`src/rtl/ipv4dq_pkg.sv`:
```
// Shared types, status codes and field checks for the IPv4 dotted-quad parser.
package ipv4dq_pkg;

  localparam int unsigned DefMinLen = 7;
  localparam int unsigned DefMaxLen = 15;

  typedef enum logic [3:0] {
    ST_OK           = 4'd0,
    ST_SHORT        = 4'd1,
    ST_LONG         = 4'd2,
    ST_MANY_FIELDS  = 4'd3,
    ST_EMPTY        = 4'd4,
    ST_LEADING_ZERO = 4'd5,
    ST_BIG          = 4'd6,
    ST_MANY_DIGITS  = 4'd7,
    ST_BAD_CHAR     = 4'd8,
    ST_FEW_FIELDS   = 4'd9
  } status_e;

  localparam logic [7:0] ChDot  = 8'h2e;
  localparam logic [7:0] ChZero = 8'h30;
  localparam logic [7:0] ChNine = 8'h39;

  typedef struct packed {
    logic [31:0] address;
    status_e     status;
  } result_t;

  function automatic status_e close_check(input logic [9:0] accum, input logic [2:0] dcnt);
    status_e st;
    st = ST_OK;
    case (dcnt)
      3'd0: st = ST_EMPTY;
      3'd1: st = ST_OK;
      3'd2: if (accum < 10'd10) st = ST_LEADING_ZERO;
      3'd3: begin
        if (accum < 10'd100) st = ST_LEADING_ZERO;
        else if (accum > 10'd255) st = ST_BIG;
      end
      default: st = ST_MANY_DIGITS;
    endcase
    return st;
  endfunction

endpackage

```
`src/rtl/ipv4_dotted_quad_parser.sv`:
```
// Top level of the IPv4 dotted-quad parser: input register, scan unit, result register.
// out_valid_o rises once the last character has passed the input register and the scan step into the result register.
// Throughput: one character per cycle; the input register stalls only when it holds
// a last character and the result register is full and stalled.
// Reset: rst_ni asynchronous active low, clears all scan state and both valid bits.
module ipv4_dotted_quad_parser #(
  parameter int unsigned MinLen = ipv4dq_pkg::DefMinLen,
  parameter int unsigned MaxLen = ipv4dq_pkg::DefMaxLen
) (
  input  logic        clk_i,
  input  logic        rst_ni,
  input  logic        in_valid_i,
  output logic        in_stall_o,
  input  logic [7:0]  ch_i,
  input  logic        last_i,
  output logic        out_valid_o,
  input  logic        out_stall_i,
  output logic [31:0] address_o,
  output logic [3:0]  status_o
);
  import ipv4dq_pkg::*;

  logic       in_vld_q;
  logic [7:0] ch_q;
  logic       last_q;
  logic       out_vld_q;
  logic       step;
  logic       res_fire;
  logic       out_free;
  result_t    res;
  result_t    res_q;

  assign out_free   = !out_vld_q || !out_stall_i;
  assign step       = in_vld_q && (!last_q || out_free);
  assign res_fire   = step && last_q;
  assign in_stall_o = in_vld_q && !step;

  ipv4dq_scan #(
    .MinLen(MinLen),
    .MaxLen(MaxLen)
  ) u_scan (
    .clk_i (clk_i),
    .rst_ni(rst_ni),
    .step_i(step),
    .ch_i  (ch_q),
    .last_i(last_q),
    .res_o (res)
  );

  always_ff @(posedge clk_i or negedge rst_ni) begin
    if (!rst_ni) begin
      in_vld_q  <= 1'b0;
      out_vld_q <= 1'b0;
    end else begin
      if (!in_stall_o) in_vld_q <= in_valid_i;
      if (res_fire) out_vld_q <= 1'b1;
      else if (!out_stall_i) out_vld_q <= 1'b0;
    end
  end

  always_ff @(posedge clk_i) begin
    if (!in_stall_o && in_valid_i) begin
      ch_q   <= ch_i;
      last_q <= last_i;
    end
    if (res_fire) res_q <= res;
  end

  assign out_valid_o = out_vld_q;
  assign address_o   = res_q.address;
  assign status_o    = res_q.status;

endmodule

```
`src/rtl/ipv4dq_scan.sv`:
```
// Per-character scan state and final address/status evaluation.
module ipv4dq_scan #(
  parameter int unsigned MinLen = ipv4dq_pkg::DefMinLen,
  parameter int unsigned MaxLen = ipv4dq_pkg::DefMaxLen
) (
  input  logic                clk_i,
  input  logic                rst_ni,
  input  logic                step_i,
  input  logic [7:0]          ch_i,
  input  logic                last_i,
  output ipv4dq_pkg::result_t res_o
);
  import ipv4dq_pkg::*;

  logic [9:0]  accum_q, accum_d;
  logic [2:0]  dcnt_q, dcnt_d;
  logic [2:0]  fidx_q, fidx_d;
  logic [7:0]  oct_q [4];
  logic [7:0]  oct_d [4];
  logic [4:0]  ccnt_q, ccnt_d;
  status_e     err_q, err_d;

  logic [13:0] mac;
  status_e     fin_err;
  status_e     cls;
  logic [7:0]  oct_f [4];

  assign mac = {4'd0, accum_q} * 14'd10 + {10'd0, ch_i[3:0] - ChZero[3:0]};

  always_comb begin
    accum_d = accum_q;
    dcnt_d  = dcnt_q;
    fidx_d  = fidx_q;
    err_d   = err_q;
    oct_d   = oct_q;
    ccnt_d  = (ccnt_q != 5'd31) ? ccnt_q + 5'd1 : ccnt_q;
    cls     = close_check(accum_q, dcnt_q);
    if (err_q == ST_OK) begin
      if (ch_i == ChDot) begin
        if (fidx_q > 3'd3) begin
          err_d = ST_MANY_FIELDS;
        end else begin
          err_d = cls;
          if (cls == ST_OK) oct_d[fidx_q[1:0]] = accum_q[7:0];
          accum_d = '0;
          dcnt_d  = '0;
          fidx_d  = fidx_q + 3'd1;
        end
      end else if (ch_i >= ChZero && ch_i <= ChNine) begin
        if (dcnt_q < 3'd3) accum_d = mac[9:0];
        if (dcnt_q < 3'd4) dcnt_d = dcnt_q + 3'd1;
      end else begin
        err_d = ST_BAD_CHAR;
      end
    end
  end

  always_comb begin
    fin_err = err_d;
    oct_f   = oct_d;
    if (err_d == ST_OK) begin
      if (fidx_d != 3'd3) begin
        fin_err = (fidx_d > 3'd3) ? ST_MANY_FIELDS : ST_FEW_FIELDS;
      end else begin
        fin_err = close_check(accum_d, dcnt_d);
        oct_f[3] = accum_d[7:0];
      end
    end
    if (ccnt_d < 5'(MinLen)) res_o.status = ST_SHORT;
    else if (ccnt_d > 5'(MaxLen)) res_o.status = ST_LONG;
    else res_o.status = fin_err;
    res_o.address = (res_o.status == ST_OK) ? {oct_f[3], oct_f[2], oct_f[1], oct_f[0]} : '0;
  end

  always_ff @(posedge clk_i or negedge rst_ni) begin
    if (!rst_ni) begin
      accum_q <= '0;
      dcnt_q  <= '0;
      fidx_q  <= '0;
      ccnt_q  <= '0;
      err_q   <= ST_OK;
      for (int i = 0; i < 4; i++) oct_q[i] <= '0;
    end else if (step_i) begin
      if (last_i) begin
        accum_q <= '0;
        dcnt_q  <= '0;
        fidx_q  <= '0;
        ccnt_q  <= '0;
        err_q   <= ST_OK;
        for (int i = 0; i < 4; i++) oct_q[i] <= '0;
      end else begin
        accum_q <= accum_d;
        dcnt_q  <= dcnt_d;
        fidx_q  <= fidx_d;
        ccnt_q  <= ccnt_d;
        err_q   <= err_d;
        oct_q   <= oct_d;
      end
    end
  end

endmodule

```
`config.mk`:
```
export PLATFORM = sky130hd
export DESIGN_NAME = ipv4_dotted_quad_parser
export DESIGN_NICKNAME = d
export VERILOG_FILES = /design/src/rtl/ipv4dq_pkg.sv /design/src/rtl/ipv4_dotted_quad_parser.sv /design/src/rtl/ipv4dq_scan.sv
export SDC_FILE = /design/constraint.sdc
export NUM_CORES = 1
export LEC_CHECK = 0
export BUFFER_PORTS_ARGS = -buffer_cell sky130_fd_sc_hd__buf_2
export CORE_AREA = 4 4 110 112
export CTS_BUF_LIST = sky130_fd_sc_hd__clkbuf_8
export CTS_CLUSTER_DIAMETER = 200
export DETAILED_ROUTE_END_ITERATION = 6
export DIE_AREA = 0 0 114 116
export GPL_ROUTABILITY_DRIVEN = 0
export HOLD_SLACK_MARGIN = 0.03
export PLACE_DENSITY = 0.75
export RECOVER_POWER = 100
export SYNTH_ARGS = -nofsm -noshare
export SYNTH_HDL_FRONTEND = slang
export SYNTH_SLANG_ARGS = --single-unit
```
`constraint.sdc`:
```
create_clock -name clk_i -period 5.4 [get_ports clk_i]
set_input_delay 1.08 -clock clk_i [delete_from_list [all_inputs] [get_ports clk_i]]
set_output_delay 1.08 -clock clk_i [all_outputs]
set_load 0.02 [all_outputs]
```
==> out/qor.csv <==
metric,value,unit
fin util,57.29,%
CP Capture Type,flip-flop,
Synth Flop Type,dfrtp_1,
Setup Crit Path Kind,reg -> reg,
Gate Count Post-Synth,641,
Pwr Density,240.3,mW/mm2
DRT Wirelength,15070,um
CTS HTree Levels,3,
fin. max-slew vios,104,
status,finished with violations,
clock sinks,104,
worst min path class,reg -> reg,
Post-synth EDFFs,45,
Setup TNS,0,ns
Area Overhead vs Synth,7.130,%
layout cells sized above 1,7.670,%
sequential cell area,0.002828,mm2
Leakage,2.389,nW
Multi-input gate area,0.002879,mm2
grt total ovfl,0,
Design Power,1.545,mW
DRT Pass-1 Iters,5,
"non-filler cells, final",821,
syn nets,679,
failing checks,"capacitance limit, slew limit",
Vias/cell,6.259,
Clock Latency Late Sink,0.38,ns
"critical path fanouts, max",21,
CTS Root Buffer Type,clkbuf_8,
Final ANT Viol Nets,0,
post-synthesis sequential area ratio,47.11,%
Boundary Pins,51,
DRC viols,0,
synth warn,0,
final cycle utilization of the critical path,90.00,%
maximum capacitance violations,2,
global-route wire length before repair,24520,um
Initial DRC Count,588,
Site Rows,39,
Core ar.,0.01122,mm2
dpl cells,805,
Diodes inserted,0,
"Hold Violations, Final",0,
Die Ht,116,um
clock buffer count from CTS,9,
buffer depth of the longest clock path,2,
cell area after synthesis,0.006002,mm2
TritonCTS clock tree,built,
clock transition at the registers of the reported paths,0.11,ns
RSZ-0062 raised after global routing,no,
post-cts gate resize count,0,
die area,0.01322,mm2
library cells used by synthesis,68,
setup bufs post-CTS,0,
critical path data arrival time,5.00,ns
initial antenna violation count,0,
count of final setup violators,0,
FMAX,0.2058,GHz
Total Nets Final,711,
total track usage,23.39,%
Syn Area/Cell,9.364,um2
design area,0.006430,mm2
vias in the first global route,4848,
vias post-DR,5139,
asr flop ratio synth,56.73,%
die span in x,114,um
Yosys reg bits,104,
worst slew pin tran,3.292,ns
Placed Area,0.006350,mm2
clk_skew,0.01596,ns
Fillers,1019,
wire per inst,18.35,um
hpwl dp,10270,um
max_slew headroom,-119.4,%
Peak supply drop,0.1952,mV
Buffers on Ports,50,
Initial Util,53.48,%
Worst Path Required,5.54,ns
final worst path period need,4.860,ns
largest net degree at the start of global routing,60,
Startpoint Class,flip-flop,
cts hold-fix bufs,0,
-- critical path, cell delays in order, from the launching register on --
cell and delay (ns):
dfrtp_1 0.39, ha_1 0.29, ha_1 0.22, inv_1 0.07
fa_1 0.44, nand2b_1 0.20, a211oi_1 0.36, xor3_1 0.28
a22oi_1 0.32, nand2b_1 0.11, o32a_1 0.38, o211a_1 0.24
o211ai_2 0.82, clkbuf_2 0.41, a21oi_1 0.09
-- final timing paths --
check	startpoint	end	slack, ns	depth (start not counted)
max in group asynchronous	rst_ni	u_scan.accum_q[1]	1.65	2
hold / removal	u_scan.err_q[3]	u_scan.err_q[3]	0.51	2
min in group asynchronous	rst_ni	u_scan.ccnt_q[3]	1.89	2
setup reg to reg	u_scan.accum_q[1]	address_o[21]	0.54	14
setup / recovery	u_scan.accum_q[1]	address_o[21]	0.54	14
hold reg to reg	u_scan.err_q[3]	u_scan.err_q[3]	0.51	2
-- layer usage --
metal	vias to the layer above	global-route usage (%)	wire, um
li1	2398	-	-
met1	2485	31.15	6387
met2	224	38.29	7188
met3	32	4.282	1129
met4	0	8.947	359
met5	-	0	0
-- synth_stat cells, drive strengths merged, types with 2 or more instances --
cell | instances | area share [%]
a2111oi | 2 | 0.29
a211oi | 9 | 1.2
a21bo | 2 | 0.33
a21o | 2 | 0.25
a21oi | 50 | 4.8
a221oi | 6 | 0.88
a22o | 2 | 0.29
a22oi | 36 | 4.5
a2bb2oi | 2 | 0.29
a32o | 4 | 0.67
and2 | 7 | 0.73
and3 | 6 | 0.63
buf | 10 | 1.0
clkbuf | 33 | 2.1
dfrtp | 59 | 25
edfxtp | 45 | 23
fa | 2 | 0.67
ha | 23 | 4.8
inv | 20 | 1.3
mux2 | 2 | 0.38
nand2 | 130 | 8.1
nand2b | 9 | 0.94
nand3 | 11 | 0.92
nand3b | 2 | 0.25
nor2 | 32 | 2.1
nor2b | 4 | 0.42
nor3 | 8 | 0.67
nor4 | 5 | 0.88
o211a | 3 | 0.50
o211ai | 8 | 1.1
o21a | 2 | 0.25
o21ai | 61 | 5.1
o22ai | 6 | 0.63
o31ai | 2 | 0.25
o32ai | 3 | 0.44
or3 | 2 | 0.21
or4 | 2 | 0.25
xnor2 | 4 | 0.58
xor2 | 6 | 0.88
-- kinds of logic (layout without fill, tap and decap cells) --
family	Yosys count	after routing	synth area share, %
AO/OA/AOI/OAI	211	211	23.43
AND/OR/NAND/NOR	224	224	17.03
XOR/XNOR	12	12	2.230
flip-flops	104	104	47.11
multiplexers	2	2	0.3752
buffers and inverters	63	100	4.357
adder cells (fa/ha/maj)	25	25	5.462
-- per-stage QoR --
step | hold WS (ns) | setup WS [ns]
after floorplan | 0.4551 | 1.542
after global placement | 0.4745 | 0.7653
after detailed placement | 0.4978 | 0.5818
after CTS | 0.5222 | 0.5649
after global routing | 0.5591 | 0.2282
final | 0.5107 | 0.5399
-- state kept, by name (all words and copies together), names as in the netlist --
name and flops:
last_q 1, address_o 32, in_vld_q 1, out_valid_o 1, ch_q 8, u_scan.oct_q 32
u_scan.accum_q 10, u_scan.dcnt_q 3, status_o 4, u_scan.ccnt_q 5, u_scan.err_q 4, u_scan.fidx_q 3
-- final cells by class --
cell class	instances	area share, %
clock buffers	9	1.926
clock inverters	7	0.8562
inverters	20	1.168
multi-input cells	474	44.78
flip-flops and latches	104	43.98
well taps	143	2.783
repair buffers	64	4.514
-- power by group --
| group | switching (mW) | leakage, nW | total (mW) | internal [mW] |
|---|---|---|---|---|
| Sequential | 0.0214 | 1.25 | 0.876 | 0.854 |
| Clock | 0.287 | 0.0973 | 0.461 | 0.174 |
| Combinational | 0.148 | 1.04 | 0.208 | 0.0605 |
-- placed cells by master (no fill, tap or decap), drive strengths merged, types with 7 or more instances in the layout --
cell,instances
o21ai,61
ha,23
edfxtp,45
a21oi,50
and2,7
nand3,11
clkbuf,52
a22oi,36
o211ai,8
nor2,32
dfrtp,59
nor3,8
nand2,130
nand2b,9
buf,21
a211oi,9
inv,24
(Power assumes the default switching activity.)
